**src/design/mmts_pkg.sv**
```systemverilog
// Package with codes, test plan tables and helper functions of the march test sequencer.
package mmts_pkg;

  localparam int unsigned AddrWidth  = 16;
  localparam int unsigned DataWidth  = 8;
  localparam int unsigned CountWidth = 32;
  localparam int unsigned RepeatAccesses = 5;
  localparam int unsigned SuiteLen   = 19;
  localparam logic [7:0]  SuiteReads = 8'd5;
  localparam logic [31:0] SuiteTicks = 32'd5000;
  localparam logic [CountWidth-1:0] CountMax = '1;

  // Operations.
  localparam logic [1:0] OP_START    = 2'd0;
  localparam logic [1:0] OP_COMPLETE = 2'd1;
  localparam logic [1:0] OP_TICK     = 2'd2;

  // Result kinds.
  localparam logic [1:0] RK_WRITE   = 2'd0;
  localparam logic [1:0] RK_READ    = 2'd1;
  localparam logic [1:0] RK_WAIT    = 2'd2;
  localparam logic [1:0] RK_SUMMARY = 2'd3;

  // Configuration register indexes.
  localparam logic [2:0] REG_BASE      = 3'd0;
  localparam logic [2:0] REG_LENGTH    = 3'd1;
  localparam logic [2:0] REG_SELECT    = 3'd2;
  localparam logic [2:0] REG_PATTERN   = 3'd3;
  localparam logic [2:0] REG_PHASE     = 3'd4;
  localparam logic [2:0] REG_REPEATS   = 3'd5;
  localparam logic [2:0] REG_RETENTION = 3'd6;
  localparam logic [2:0] REG_RANDOM    = 3'd7;

  // Pass kinds.
  localparam logic [2:0] PK_W    = 3'd0;
  localparam logic [2:0] PK_WN   = 3'd1;
  localparam logic [2:0] PK_R    = 3'd2;
  localparam logic [2:0] PK_RN   = 3'd3;
  localparam logic [2:0] PK_RW   = 3'd4;
  localparam logic [2:0] PK_RD   = 3'd5;
  localparam logic [2:0] PK_WAIT = 3'd6;

  // Value codes.
  localparam logic [3:0] VC_00 = 4'd0;
  localparam logic [3:0] VC_FF = 4'd1;
  localparam logic [3:0] VC_55 = 4'd2;
  localparam logic [3:0] VC_P  = 4'd3;
  localparam logic [3:0] VC_N  = 4'd4;
  localparam logic [3:0] VC_CB = 4'd5;
  localparam logic [3:0] VC_W1 = 4'd6;
  localparam logic [3:0] VC_W0 = 4'd7;
  localparam logic [3:0] VC_X  = 4'd8;

  localparam logic [3:0] TEST_WALK1  = 4'd3;
  localparam logic [3:0] TEST_WALK0  = 4'd4;
  localparam logic [3:0] TEST_MOVINV = 4'd6;
  localparam logic [3:0] TEST_SUITE  = 4'd12;

  typedef struct packed {
    logic [2:0] kind;
    logic [3:0] rv;
    logic [3:0] wv;
    logic       down;
  } pass_t;

  // One pass of a test program.
  function automatic pass_t pass_of(logic [3:0] test, logic [2:0] phase);
    pass_t p;
    p = '{kind: PK_W, rv: VC_00, wv: VC_00, down: 1'b0};
    unique case (test)
      4'd0: if (phase == 3'd0) p = '{PK_WN, VC_00, VC_55, 1'b0};
            else p = '{PK_R, VC_55, VC_00, 1'b0};
      4'd1: if (phase == 3'd0) p = '{PK_W, VC_00, VC_55, 1'b0};
            else p = '{PK_RN, VC_55, VC_00, 1'b0};
      4'd2: if (phase == 3'd0) p = '{PK_W, VC_00, VC_CB, 1'b0};
            else p = '{PK_R, VC_CB, VC_00, 1'b0};
      4'd3: if (phase == 3'd0) p = '{PK_W, VC_00, VC_W1, 1'b0};
            else p = '{PK_R, VC_W1, VC_00, 1'b0};
      4'd4: if (phase == 3'd0) p = '{PK_W, VC_00, VC_W0, 1'b0};
            else p = '{PK_R, VC_W0, VC_00, 1'b0};
      4'd5, 4'd9: begin
        unique case (phase)
          3'd0:    p = '{PK_W, VC_00, VC_00, 1'b0};
          3'd1:    p = '{PK_RW, VC_00, VC_FF, 1'b0};
          3'd2:    p = '{PK_RW, VC_FF, VC_00, 1'b1};
          default: p = '{PK_R, VC_00, VC_00, 1'b1};
        endcase
      end
      4'd6: begin
        unique case (phase)
          3'd0:    p = '{PK_W, VC_00, VC_P, 1'b0};
          3'd1:    p = '{PK_RW, VC_P, VC_N, 1'b0};
          3'd2:    p = '{PK_RW, VC_N, VC_P, 1'b0};
          default: p = '{PK_R, VC_P, VC_00, 1'b0};
        endcase
      end
      4'd7: begin
        unique case (phase)
          3'd0:    p = '{PK_W, VC_00, VC_P, 1'b0};
          3'd1:    p = '{PK_WAIT, VC_00, VC_00, 1'b0};
          default: p = '{PK_R, VC_P, VC_00, 1'b0};
        endcase
      end
      4'd8: begin
        unique case (phase)
          3'd0:    p = '{PK_W, VC_00, VC_00, 1'b0};
          3'd1:    p = '{PK_RW, VC_00, VC_FF, 1'b0};
          3'd2:    p = '{PK_RW, VC_FF, VC_00, 1'b1};
          3'd3:    p = '{PK_RW, VC_00, VC_FF, 1'b1};
          3'd4:    p = '{PK_RW, VC_FF, VC_00, 1'b0};
          default: p = '{PK_R, VC_00, VC_00, 1'b0};
        endcase
      end
      4'd10: if (phase == 3'd0) p = '{PK_W, VC_00, VC_P, 1'b0};
             else p = '{PK_RD, VC_P, VC_00, 1'b0};
      4'd11: if (phase == 3'd0) p = '{PK_W, VC_00, VC_X, 1'b0};
             else p = '{PK_R, VC_X, VC_00, 1'b0};
      default: p = '{PK_W, VC_00, VC_00, 1'b0};
    endcase
    return p;
  endfunction

  // Number of passes in a test program.
  function automatic logic [2:0] plan_len(logic [3:0] test);
    logic [2:0] n;
    unique case (test)
      4'd5, 4'd6, 4'd9: n = 3'd4;
      4'd7:             n = 3'd3;
      4'd8:             n = 3'd6;
      default:          n = 3'd2;
    endcase
    return n;
  endfunction

  // Test of each suite position.
  function automatic logic [3:0] suite_test(logic [4:0] pos);
    logic [3:0] t;
    unique case (pos)
      5'd0, 5'd1:          t = 4'd0;
      5'd2, 5'd3:          t = 4'd1;
      5'd4, 5'd5:          t = 4'd2;
      5'd6:                t = 4'd3;
      5'd7:                t = 4'd4;
      5'd8:                t = 4'd5;
      5'd9, 5'd10, 5'd11:  t = 4'd6;
      5'd12:               t = 4'd8;
      5'd13:               t = 4'd9;
      5'd14, 5'd15:        t = 4'd10;
      5'd16, 5'd17:        t = 4'd11;
      5'd18:               t = 4'd7;
      default:             t = 4'd0;
    endcase
    return t;
  endfunction

  // Pattern of each suite position.
  function automatic logic [7:0] suite_pat(logic [4:0] pos);
    logic [7:0] v;
    unique case (pos)
      5'd10, 5'd15, 5'd16: v = 8'h55;
      5'd14, 5'd17:        v = 8'hAA;
      5'd18:               v = 8'hFF;
      default:             v = 8'h00;
    endcase
    return v;
  endfunction

  // Auxiliary flag: checkerboard phase or random-pattern select.
  function automatic logic suite_aux(logic [4:0] pos);
    return (pos == 5'd4) || (pos == 5'd11);
  endfunction

  // Byte for a value code.
  function automatic logic [7:0] value_of(logic [3:0] code, logic [7:0] pat, logic cb_phase,
                                          logic [7:0] offset, logic [2:0] walk);
    logic [7:0] v;
    unique case (code)
      VC_FF:   v = 8'hFF;
      VC_55:   v = 8'h55;
      VC_P:    v = pat;
      VC_N:    v = ~pat;
      VC_CB:   v = ((offset[0] == 1'b0) == cb_phase) ? 8'h55 : 8'hAA;
      VC_W1:   v = 8'd1 << walk;
      VC_W0:   v = ~(8'd1 << walk);
      VC_X:    v = offset ^ pat;
      default: v = 8'h00;
    endcase
    return v;
  endfunction

endpackage

```
**src/design/memory_march_test_sequencer.sv**
```systemverilog
// Top level of the memory march test sequencer.
// A start request clears the error counters, latches the region and runs one
// test program or the full suite; a completion request that does not end a pass
// is answered by loading the next write or read request into the result register
// at the same edge, so accesses go at one per cycle while the result register
// is free. At the boundary between passes or tests the sequencer holds its input
// off while it opens the next pass, stepping over any skipped pass, the next
// walking bit or the next suite entry on the way; a start with a nonzero region
// opens the first pass the same way. A run that reaches its end steps the same
// way before the nine summary entries leave, also with the input held off; a
// start with a zero region goes straight to the summary. Results sit in a
// one-entry output register that is refilled in the cycle it is taken.
// Configuration writes are always accepted.
module memory_march_test_sequencer (
  input  logic        clk,
  input  logic        rst,
  input  logic        in_valid,
  output logic        in_ready,
  input  logic [1:0]  operation,
  input  logic [7:0]  read_data,
  output logic        out_valid,
  input  logic        out_ready,
  output logic [1:0]  result_kind,
  output logic [15:0] mem_address,
  output logic [7:0]  write_byte,
  output logic [3:0]  count_index,
  output logic [31:0] count_value,
  output logic        test_passed,
  output logic        last_entry,
  input  logic        cfg_valid,
  output logic        cfg_ready,
  input  logic [2:0]  cfg_index,
  input  logic [31:0] cfg_data
);

  // Configuration registers.
  logic [15:0] base_address, region_length;
  logic [3:0]  test_select;
  logic [7:0]  test_pattern, read_repeats, random_pattern;
  logic        checker_phase;
  logic [31:0] retention_ticks;

  // Sequencer state.
  logic        running, running_next;
  logic        suite_mode, suite_mode_next;
  logic [4:0]  suite_position, suite_position_next;
  logic [3:0]  current_test, current_test_next;
  logic [2:0]  test_phase, test_phase_next;
  logic [15:0] address_offset, address_offset_next;
  logic [7:0]  repeat_count, repeat_count_next;
  logic [2:0]  walk_bit, walk_bit_next;
  logic        alternate_flag, alternate_flag_next;
  logic        read_pending, read_pending_next;
  logic [7:0]  expected_byte, expected_byte_next;
  logic [31:0] wait_count, wait_count_next;
  logic [15:0] run_base, run_base_next, run_len, run_len_next;
  logic [31:0] total_errors, total_errors_next;
  logic [31:0] bit_errors [8];
  logic [31:0] bit_errors_next [8];
  logic        advancing, advancing_next;
  logic        sum_active, sum_active_next;
  logic [3:0]  sum_idx, sum_idx_next;

  // Result register contents.
  logic        push;
  logic [1:0]  push_kind;
  logic [15:0] push_addr;
  logic [7:0]  push_byte;
  logic [3:0]  push_idx;
  logic [31:0] push_value;
  logic        push_passed, push_last;

  logic           slot_free, in_fire, do_issue, done, mismatch, compare;
  logic [7:0]     diff, reads_limit, cur_pat, iss_val;
  logic           cb_phase, iss_write;
  logic [31:0]    ticks, wait_dec;
  mmts_pkg::pass_t cur_p, adv_p, iss_p;

  assign slot_free = !out_valid || out_ready;
  assign in_ready  = !advancing && !sum_active && slot_free;
  assign in_fire   = in_valid && in_ready;
  assign cfg_ready = 1'b1;

  assign cur_p       = mmts_pkg::pass_of(current_test, test_phase);
  assign adv_p       = mmts_pkg::pass_of(current_test, test_phase);
  assign reads_limit = suite_mode ? mmts_pkg::SuiteReads : read_repeats;
  assign ticks       = suite_mode ? mmts_pkg::SuiteTicks : retention_ticks;
  assign diff        = read_data ^ expected_byte;
  assign wait_dec    = (wait_count != 32'd0) ? wait_count - 32'd1 : 32'd0;

  // Sequencer next-state logic.
  always_comb begin
    running_next        = running;
    suite_mode_next     = suite_mode;
    suite_position_next = suite_position;
    current_test_next   = current_test;
    test_phase_next     = test_phase;
    address_offset_next = address_offset;
    repeat_count_next   = repeat_count;
    walk_bit_next       = walk_bit;
    alternate_flag_next = alternate_flag;
    read_pending_next   = read_pending;
    expected_byte_next  = expected_byte;
    wait_count_next     = wait_count;
    run_base_next       = run_base;
    run_len_next        = run_len;
    total_errors_next   = total_errors;
    bit_errors_next     = bit_errors;
    advancing_next      = advancing;
    sum_active_next     = sum_active;
    sum_idx_next        = sum_idx;
    push        = 1'b0;
    push_kind   = mmts_pkg::RK_WRITE;
    push_addr   = '0;
    push_byte   = '0;
    push_idx    = '0;
    push_value  = '0;
    push_passed = 1'b0;
    push_last   = 1'b0;
    do_issue    = 1'b0;
    done        = 1'b0;
    mismatch    = 1'b0;
    compare     = 1'b0;

    if (in_fire) begin
      unique case (operation)
        mmts_pkg::OP_START: begin
          total_errors_next = '0;
          for (int b = 0; b < 8; b++) bit_errors_next[b] = '0;
          run_base_next       = base_address;
          run_len_next        = region_length;
          running_next        = 1'b1;
          suite_mode_next     = test_select >= mmts_pkg::TEST_SUITE;
          suite_position_next = '0;
          read_pending_next   = 1'b0;
          test_phase_next     = '0;
          walk_bit_next       = '0;
          current_test_next   = (test_select >= mmts_pkg::TEST_SUITE) ?
                                mmts_pkg::suite_test(5'd0) : test_select;
          if (region_length == 16'd0) begin
            running_next    = 1'b0;
            sum_active_next = 1'b1;
            sum_idx_next    = '0;
          end else begin
            advancing_next = 1'b1;
          end
        end
        mmts_pkg::OP_COMPLETE: begin
          if (running && cur_p.kind != mmts_pkg::PK_WAIT) begin
            // Compare the returned byte and count mismatching bits.
            if (read_pending) begin
              compare = (cur_p.kind != mmts_pkg::PK_RN) ||
                        ({1'b0, repeat_count} + 9'd1 >= 9'(mmts_pkg::RepeatAccesses));
              if (compare && diff != 8'd0) begin
                mismatch = 1'b1;
                if (total_errors != mmts_pkg::CountMax)
                  total_errors_next = total_errors + 32'd1;
                for (int b = 0; b < 8; b++)
                  if (diff[b] && bit_errors[b] != mmts_pkg::CountMax)
                    bit_errors_next[b] = bit_errors[b] + 32'd1;
              end
              read_pending_next = 1'b0;
            end
            // Decide whether this cell is finished.
            unique case (cur_p.kind)
              mmts_pkg::PK_WN, mmts_pkg::PK_RN: begin
                repeat_count_next = repeat_count + 8'd1;
                done = ({1'b0, repeat_count} + 9'd1) >= 9'(mmts_pkg::RepeatAccesses);
              end
              mmts_pkg::PK_RD: begin
                repeat_count_next = repeat_count + 8'd1;
                done = mismatch || (({1'b0, repeat_count} + 9'd1) >= {1'b0, reads_limit});
              end
              mmts_pkg::PK_RW: begin
                if (!alternate_flag) alternate_flag_next = 1'b1;
                else done = 1'b1;
              end
              default: done = 1'b1;
            endcase
            if (!done) begin
              do_issue = 1'b1;
            end else begin
              alternate_flag_next = 1'b0;
              repeat_count_next   = '0;
              if (!cur_p.down && ({1'b0, address_offset} + 17'd1 < {1'b0, run_len})) begin
                address_offset_next = address_offset + 16'd1;
                do_issue = 1'b1;
              end else if (cur_p.down && address_offset != 16'd0) begin
                address_offset_next = address_offset - 16'd1;
                do_issue = 1'b1;
              end else begin
                test_phase_next = test_phase + 3'd1;
                advancing_next  = 1'b1;
              end
            end
          end
        end
        mmts_pkg::OP_TICK: begin
          if (running && cur_p.kind == mmts_pkg::PK_WAIT) begin
            wait_count_next = wait_dec;
            if (wait_dec == 32'd0) begin
              test_phase_next = test_phase + 3'd1;
              advancing_next  = 1'b1;
            end
          end
        end
        default: ;
      endcase
    end else if (advancing && slot_free) begin
      // One step of moving to the next pass.
      if (test_phase >= mmts_pkg::plan_len(current_test)) begin
        if ((current_test == mmts_pkg::TEST_WALK1 || current_test == mmts_pkg::TEST_WALK0)
            && walk_bit != 3'd7) begin
          walk_bit_next   = walk_bit + 3'd1;
          test_phase_next = '0;
        end else if (suite_mode && (suite_position + 5'd1 < 5'(mmts_pkg::SuiteLen))) begin
          suite_position_next = suite_position + 5'd1;
          current_test_next   = mmts_pkg::suite_test(suite_position + 5'd1);
          test_phase_next     = '0;
          walk_bit_next       = '0;
        end else begin
          advancing_next    = 1'b0;
          sum_active_next   = 1'b1;
          sum_idx_next      = '0;
          running_next      = 1'b0;
          read_pending_next = 1'b0;
        end
      end else begin
        address_offset_next = adv_p.down ? run_len - 16'd1 : 16'd0;
        repeat_count_next   = '0;
        alternate_flag_next = 1'b0;
        read_pending_next   = 1'b0;
        if (adv_p.kind == mmts_pkg::PK_WAIT) begin
          if (ticks == 32'd0) begin
            test_phase_next = test_phase + 3'd1;
          end else begin
            wait_count_next = ticks;
            push            = 1'b1;
            push_kind       = mmts_pkg::RK_WAIT;
            advancing_next  = 1'b0;
          end
        end else if (adv_p.kind == mmts_pkg::PK_RD && reads_limit == 8'd0) begin
          test_phase_next = test_phase + 3'd1;
        end else begin
          do_issue       = 1'b1;
          advancing_next = 1'b0;
        end
      end
    end else if (sum_active && slot_free) begin
      // Summary entries, bit counts first and the total last.
      push        = 1'b1;
      push_kind   = mmts_pkg::RK_SUMMARY;
      push_idx    = sum_idx;
      push_value  = sum_idx[3] ? total_errors : bit_errors[sum_idx[2:0]];
      push_passed = total_errors == 32'd0;
      push_last   = sum_idx[3];
      sum_idx_next = sum_idx + 4'd1;
      if (sum_idx[3]) sum_active_next = 1'b0;
    end

    // Issue the access of the updated position.
    iss_p     = mmts_pkg::pass_of(current_test_next, test_phase_next);
    iss_write = iss_p.kind == mmts_pkg::PK_W || iss_p.kind == mmts_pkg::PK_WN ||
                (iss_p.kind == mmts_pkg::PK_RW && alternate_flag_next);
    if (!suite_mode_next) begin
      cur_pat  = test_pattern;
      cb_phase = checker_phase;
    end else begin
      cur_pat  = (current_test_next == mmts_pkg::TEST_MOVINV &&
                  mmts_pkg::suite_aux(suite_position_next)) ?
                 random_pattern : mmts_pkg::suite_pat(suite_position_next);
      cb_phase = mmts_pkg::suite_aux(suite_position_next);
    end
    iss_val = mmts_pkg::value_of(iss_write ? iss_p.wv : iss_p.rv, cur_pat, cb_phase,
                                 address_offset_next[7:0], walk_bit_next);
    if (do_issue) begin
      push              = 1'b1;
      push_kind         = iss_write ? mmts_pkg::RK_WRITE : mmts_pkg::RK_READ;
      push_addr         = run_base_next + address_offset_next;
      push_byte         = iss_write ? iss_val : 8'd0;
      read_pending_next = !iss_write;
      if (!iss_write) expected_byte_next = iss_val;
    end
  end

  // Configuration writes.
  always_ff @(posedge clk) begin
    if (rst) begin
      base_address    <= '0;
      region_length   <= '0;
      test_select     <= mmts_pkg::TEST_SUITE;
      test_pattern    <= 8'h55;
      checker_phase   <= 1'b1;
      read_repeats    <= 8'd5;
      retention_ticks <= 32'd5000;
      random_pattern  <= '0;
    end else if (cfg_valid) begin
      unique case (cfg_index)
        mmts_pkg::REG_BASE:      base_address    <= cfg_data[15:0];
        mmts_pkg::REG_LENGTH:    region_length   <= cfg_data[15:0];
        mmts_pkg::REG_SELECT:    test_select     <= cfg_data[3:0];
        mmts_pkg::REG_PATTERN:   test_pattern    <= cfg_data[7:0];
        mmts_pkg::REG_PHASE:     checker_phase   <= cfg_data[0];
        mmts_pkg::REG_REPEATS:   read_repeats    <= cfg_data[7:0];
        mmts_pkg::REG_RETENTION: retention_ticks <= cfg_data;
        mmts_pkg::REG_RANDOM:    random_pattern  <= cfg_data[7:0];
        default: ;
      endcase
    end
  end

  // Sequencer state registers.
  always_ff @(posedge clk) begin
    if (rst) begin
      running        <= 1'b0;
      suite_mode     <= 1'b0;
      suite_position <= '0;
      current_test   <= '0;
      test_phase     <= '0;
      address_offset <= '0;
      repeat_count   <= '0;
      walk_bit       <= '0;
      alternate_flag <= 1'b0;
      read_pending   <= 1'b0;
      expected_byte  <= '0;
      wait_count     <= '0;
      run_base       <= '0;
      run_len        <= '0;
      total_errors   <= '0;
      for (int b = 0; b < 8; b++) bit_errors[b] <= '0;
      advancing      <= 1'b0;
      sum_active     <= 1'b0;
      sum_idx        <= '0;
    end else begin
      running        <= running_next;
      suite_mode     <= suite_mode_next;
      suite_position <= suite_position_next;
      current_test   <= current_test_next;
      test_phase     <= test_phase_next;
      address_offset <= address_offset_next;
      repeat_count   <= repeat_count_next;
      walk_bit       <= walk_bit_next;
      alternate_flag <= alternate_flag_next;
      read_pending   <= read_pending_next;
      expected_byte  <= expected_byte_next;
      wait_count     <= wait_count_next;
      run_base       <= run_base_next;
      run_len        <= run_len_next;
      total_errors   <= total_errors_next;
      bit_errors     <= bit_errors_next;
      advancing      <= advancing_next;
      sum_active     <= sum_active_next;
      sum_idx        <= sum_idx_next;
    end
  end

  // Output register.
  always_ff @(posedge clk) begin
    if (rst) begin
      out_valid <= 1'b0;
    end else if (push) begin
      out_valid <= 1'b1;
    end else if (out_ready) begin
      out_valid <= 1'b0;
    end
  end

  always_ff @(posedge clk) begin
    if (push) begin
      result_kind <= push_kind;
      mem_address <= push_addr;
      write_byte  <= push_byte;
      count_index <= push_idx;
      count_value <= push_value;
      test_passed <= push_passed;
      last_entry  <= push_last;
    end
  end

`ifndef SYNTH
  // The input stays closed while summary entries drain.
  assert property (@(posedge clk) disable iff (rst) sum_active |-> !in_ready)
    else $error("input open during summary");
  // Pass stepping and summary output never overlap.
  assert property (@(posedge clk) disable iff (rst) !(advancing && sum_active))
    else $error("advance and summary both active");
  // The last summary entry carries the total count.
  assert property (@(posedge clk) disable iff (rst)
                   (out_valid && last_entry) |->
                   (result_kind == mmts_pkg::RK_SUMMARY && count_index == 4'd8))
    else $error("bad last summary entry");
  // A started run with a nonzero region leaves the idle state.
  assert property (@(posedge clk) disable iff (rst)
                   (in_fire && operation == mmts_pkg::OP_START && region_length != 16'd0)
                   |=> (running && advancing))
    else $error("start did not launch a run");
`endif

endmodule

```
**config.mk**
```make
export PLATFORM = sky130hd
export DESIGN_NAME = memory_march_test_sequencer
export DESIGN_NICKNAME = d
export VERILOG_FILES = /design/src/design/mmts_pkg.sv /design/src/design/memory_march_test_sequencer.sv
export SDC_FILE = /design/constraint.sdc
export NUM_CORES = 2
export LEC_CHECK = 0
export BUFFER_PORTS_ARGS = -buffer_cell sky130_fd_sc_hd__clkbuf_2
export CAP_MARGIN = 20
export CELL_PAD_IN_SITES_DETAIL_PLACEMENT = 0
export CELL_PAD_IN_SITES_GLOBAL_PLACEMENT = 2
export CORE_ASPECT_RATIO = 2
export CORE_MARGIN = 2
export CORE_UTILIZATION = 25
export CTS_CLUSTER_DIAMETER = 30
export DETAILED_ROUTE_END_ITERATION = 16
export PLACE_DENSITY_LB_ADDON = 0.12
export SYNTH_ARGS = -nofsm -noshare
export SYNTH_HDL_FRONTEND = slang
export SYNTH_SLANG_ARGS = --single-unit
```
**constraint.sdc**
```tcl
create_clock -name clk -period 12.61 [get_ports clk]
set_input_delay 0.6305 -clock clk [delete_from_list [all_inputs] [get_ports clk]]
set_output_delay 0.6305 -clock clk [all_outputs]
set_load 0.05 [all_outputs]
```
==> qor.csv <==
stage,metric,value,unit
sta,worst_slew_pin_slew,1.33,ns
clock_tree,cts.clk_slew.worst_paths,0.05,ns
detailed_routing,drc,0,
worst_setup_path,rr_startpoint,address_offset[0],
worst_setup_path,arrival,8.40,ns
pwr,p_sw_share,33.4,%
worst_setup_path,worstSetupStartpointType,flip-flop,
sta,finClkSkew,0.0376,ns
finish,drive_gt1_share,12.4,%
finish,multi_input_area,18100,µm²
grt,grt_usage,18.8,%
finish,regArea,12000,µm²
worst_setup_path,cp_max_fo,20,
finish,final_cell_mix,"nand2_1, nor2_1, dfxtp_1, a21oi_1, xor2_1",
sta,setup_viol,0,
pwr,p_seq_share,29.7,%
pwr,power.leakage,13.5,nW
clock_tree,cts_resized,0,
sta,fin_crit_sh,62.8,%
detailed_routing,wl_met1,57900,µm
grt,grt_antenna_before_repair,1,
logic_synthesis,avgSynthCellArea,8.22,µm²
sta,final.setup.worst_slack,4.69,ns
worst_setup_path,cpMaxStageDelayCell,nor4_1,
detailed_routing,routed_via_density,4.93,
worst_setup_path,required,13.09,ns
worst_setup_path,r2r_cells,29,
logic_synthesis,yosys_warnings,0,
placement,dp.cells,5407,
clock_tree,cts_setup_buffers,0,
pwr,p_per_area,187,nW/µm²
finish,final_common_cell,nand2_1,
worst_setup_path,end_kind,flip-flop,
clock_tree,hold_buffers,0,
placement,hpwl,84700,µm
finish,area_growth,22.4,%
hold_path,hold_path.class,in2reg,
detailed_routing,wl_met2,54000,µm
logic_synthesis,synth_cell_type_count,95,
clock_tree,clock-sinks,566,
grt,grt_pass1_wl,180000,µm
hold_path,worstHoldStart,cfg_data[25],
pwr,switchingPower,2.37,mW
sta,fin_tns_setup,0,ns
hold_path,min_path_cells,3,
detailed_routing,route.vias.total,27900,
logic_synthesis,synth_cells,3781,
clock_tree,tritoncts,yes,
hold_path,worst_hold_path.endpoint,retention_ticks[25],
clock_tree,clock_latency,0.76,ns
floorplan,initial_utilization,25.1,%
detailed_routing,dr.pass1.iters,5,
floorplan,die_h,503,µm
pwr,power_frac_comb,20.1,%
pwr,peakVddDrop,0.121,mV
floorplan,die_w,253,µm
detailed_routing,routed-wl-met3,4450,µm
logic_synthesis,synth-edff-count,63,
worst_setup_path,r2r_end,mem_address[14],
detailed_routing,routedWlPerCell,21.1,µm
clock_tree,cts_buffers,133,
clock_tree,htree_levels,4,
logic_synthesis,synth_seq_area_share,38.5,%
placement,gp_congestion,0.820,
logic_synthesis,ys.flop_type,dfxtp_1,
pwr,pwr-share-clk,50.2,%
pwr,internal-power,4.73,mW
sta,max_slew_margin,11.6,%
worst_setup_path,crit_path_max_incr_delay,0.70,ns
grt,grt_max_degree,210,
floorplan,num_rows,183,
logic_synthesis,syn_nets,3904,
detailed_routing,detail-route-antenna-nets,0,
run,maxCapViolCount,0,
logic_synthesis,synthesis.area,31100,µm²
detailed_routing,drt_wl_total,119000,µm
sta,fmax,126,MHz
detailed_routing,top_layer_used,met4,
logic_synthesis,async_flop_share,0,%
worst_setup_path,reg2reg_slack,4.69,ns
worst_setup_path,worstSetupPathType,reg2reg,
logic_synthesis,synth-seq-cells,566,
clock_tree,cts_root_buf,clkbuf_16,
floorplan,io-pin-count,117,
run_status,status,completed,
finish,nFillCells,13300,
placement,portBuffers,115,
placement,preCtsSetupSlack,4.79,ns
clock_tree,cts_buffer_depth,3,
finish,nNetsFinal,4002,
sta,maxSlewViolCount,0,
sta,hold_violations,0,
floorplan,fp.dieArea,127000,µm²
grt,overflow,0,
grt,first_global_vias,27700,
floorplan,core,124000,µm²
finish,stdcell_count,5653,
detailed_routing,drt_iter0_drc,1724,
sta,fin_crit,7.92,ns
sta,grt_setup_unrepaired,false,
[worst max-delay path: cells and delay by family, from the launching register on]
| kind | cells | cell delay, ns |
|---|---|---|
| AO/OA/AOI/OAI | 16 | 4.04 |
| XOR/XNOR | 1 | 0.16 |
| buffers and inverters | 1 | 0.06 |
| adder cells (fa/ha/maj) | 4 | 1.37 |
| flip-flops | 1 | 0.45 |
| AND/OR/NAND/NOR | 7 | 1.60 |
[registers in the layout, summed over array words and instances (netlist names), 16 cells and up]
register,count
run_len,16
bit_errors,256
total_errors,32
region_length,16
base_address,16
count_value,32
address_offset,16
wait_count,32
mem_address,16
run_base,16
retention_ticks,32
[metal layers]
layer	global-route usage (%)	vias to the layer above
li1	-	13600
met1	26.0	13600
met2	29.6	523
met3	3.30	167
met4	5.51	0
met5	0	-
[power groups by stage]
stage | registers [mW] | clock network [mW] | logic (mW)
floorplan | 2.34 | 0 | 0.780
global placement | 2.15 | 0 | 1.43
detailed placement | 2.15 | 0 | 1.42
CTS | 2.12 | 3.66 | 1.43
global route | 2.13 | 3.74 | 1.54
finish | 2.11 | 3.57 | 1.42
[final cells by class]
type / instances / share of cell area [%]
multi-input combinational: 2932 / 47.5
sequential: 566 / 31.5
clock buffer: 170 / 9.77
tap: 1665 / 5.48
clock inverter: 73 / 2.44
timing repair buffer: 155 / 2.44
inverter: 91 / 0.898
antenna: 1 / 0.00658
[stage by stage]
stage | cell area [µm²] | hold WS, ns | power, mW | util (%)
after CTS | 38000 | 0.0551 | 7.21 | 30.7
after global placement | 33300 | 0.446 | 3.58 | 26.9
after detailed placement | 33300 | 0.448 | 3.57 | 26.9
final | 38000 | 0.114 | 7.10 | 30.7
after floorplan | 31100 | 0.436 | 3.12 | -
after global routing | 38000 | 0.0851 | 7.42 | 30.7
[cell families (layout without fill, tap and decap cells)]
kind of cell	Yosys count	after routing	synth area share (%)
AO/OA/AOI/OAI	687	687	13.7
XOR/XNOR	306	306	8.63
adder cells (fa/ha/maj)	73	73	2.96
buffers and inverters	283	489	3.57
flip-flops	566	566	38.5
multiplexers	112	112	6.24
other	1	2	0.0121
AND/OR/NAND/NOR	1753	1753	26.4
[worst max path at each step]
stage               depth (start not counted)               to              start  slack, ns
floorplan                                  31  mem_address[14]  address_offset[0]       6.43
CTS                                        29  mem_address[14]  address_offset[0]       4.71
finish                                     29  mem_address[14]  address_offset[0]       4.69
global route                               29  mem_address[14]  address_offset[0]       3.89
global placement                           29  mem_address[14]  address_offset[0]       4.94
detailed placement                         29  mem_address[14]  address_offset[0]       4.79
[synth_stat cells, types with 41 or more instances]
| library cell | n | area [µm²] |
|---|---|---|
| nand4_1 | 64 | 400 |
| clkbuf_1 | 158 | 593 |
| nand3_1 | 142 | 711 |
| nor4_1 | 45 | 282 |
| ha_1 | 72 | 901 |
| xor2_1 | 182 | 1590 |
| o21ai_0 | 125 | 626 |
| nor3_1 | 91 | 455 |
| mux2i_1 | 41 | 410 |
| and3_1 | 68 | 425 |
| edfxtp_1 | 63 | 1890 |
| or3_1 | 70 | 438 |
| inv_1 | 90 | 338 |
| xnor2_1 | 124 | 1090 |
| a21oi_1 | 311 | 1560 |
| dfxtp_1 | 503 | 10100 |
| mux4_2 | 64 | 1440 |
| nor2_1 | 536 | 2010 |
| nand2_1 | 550 | 2060 |
Note: power is estimated with default switching activity, not from simulation.
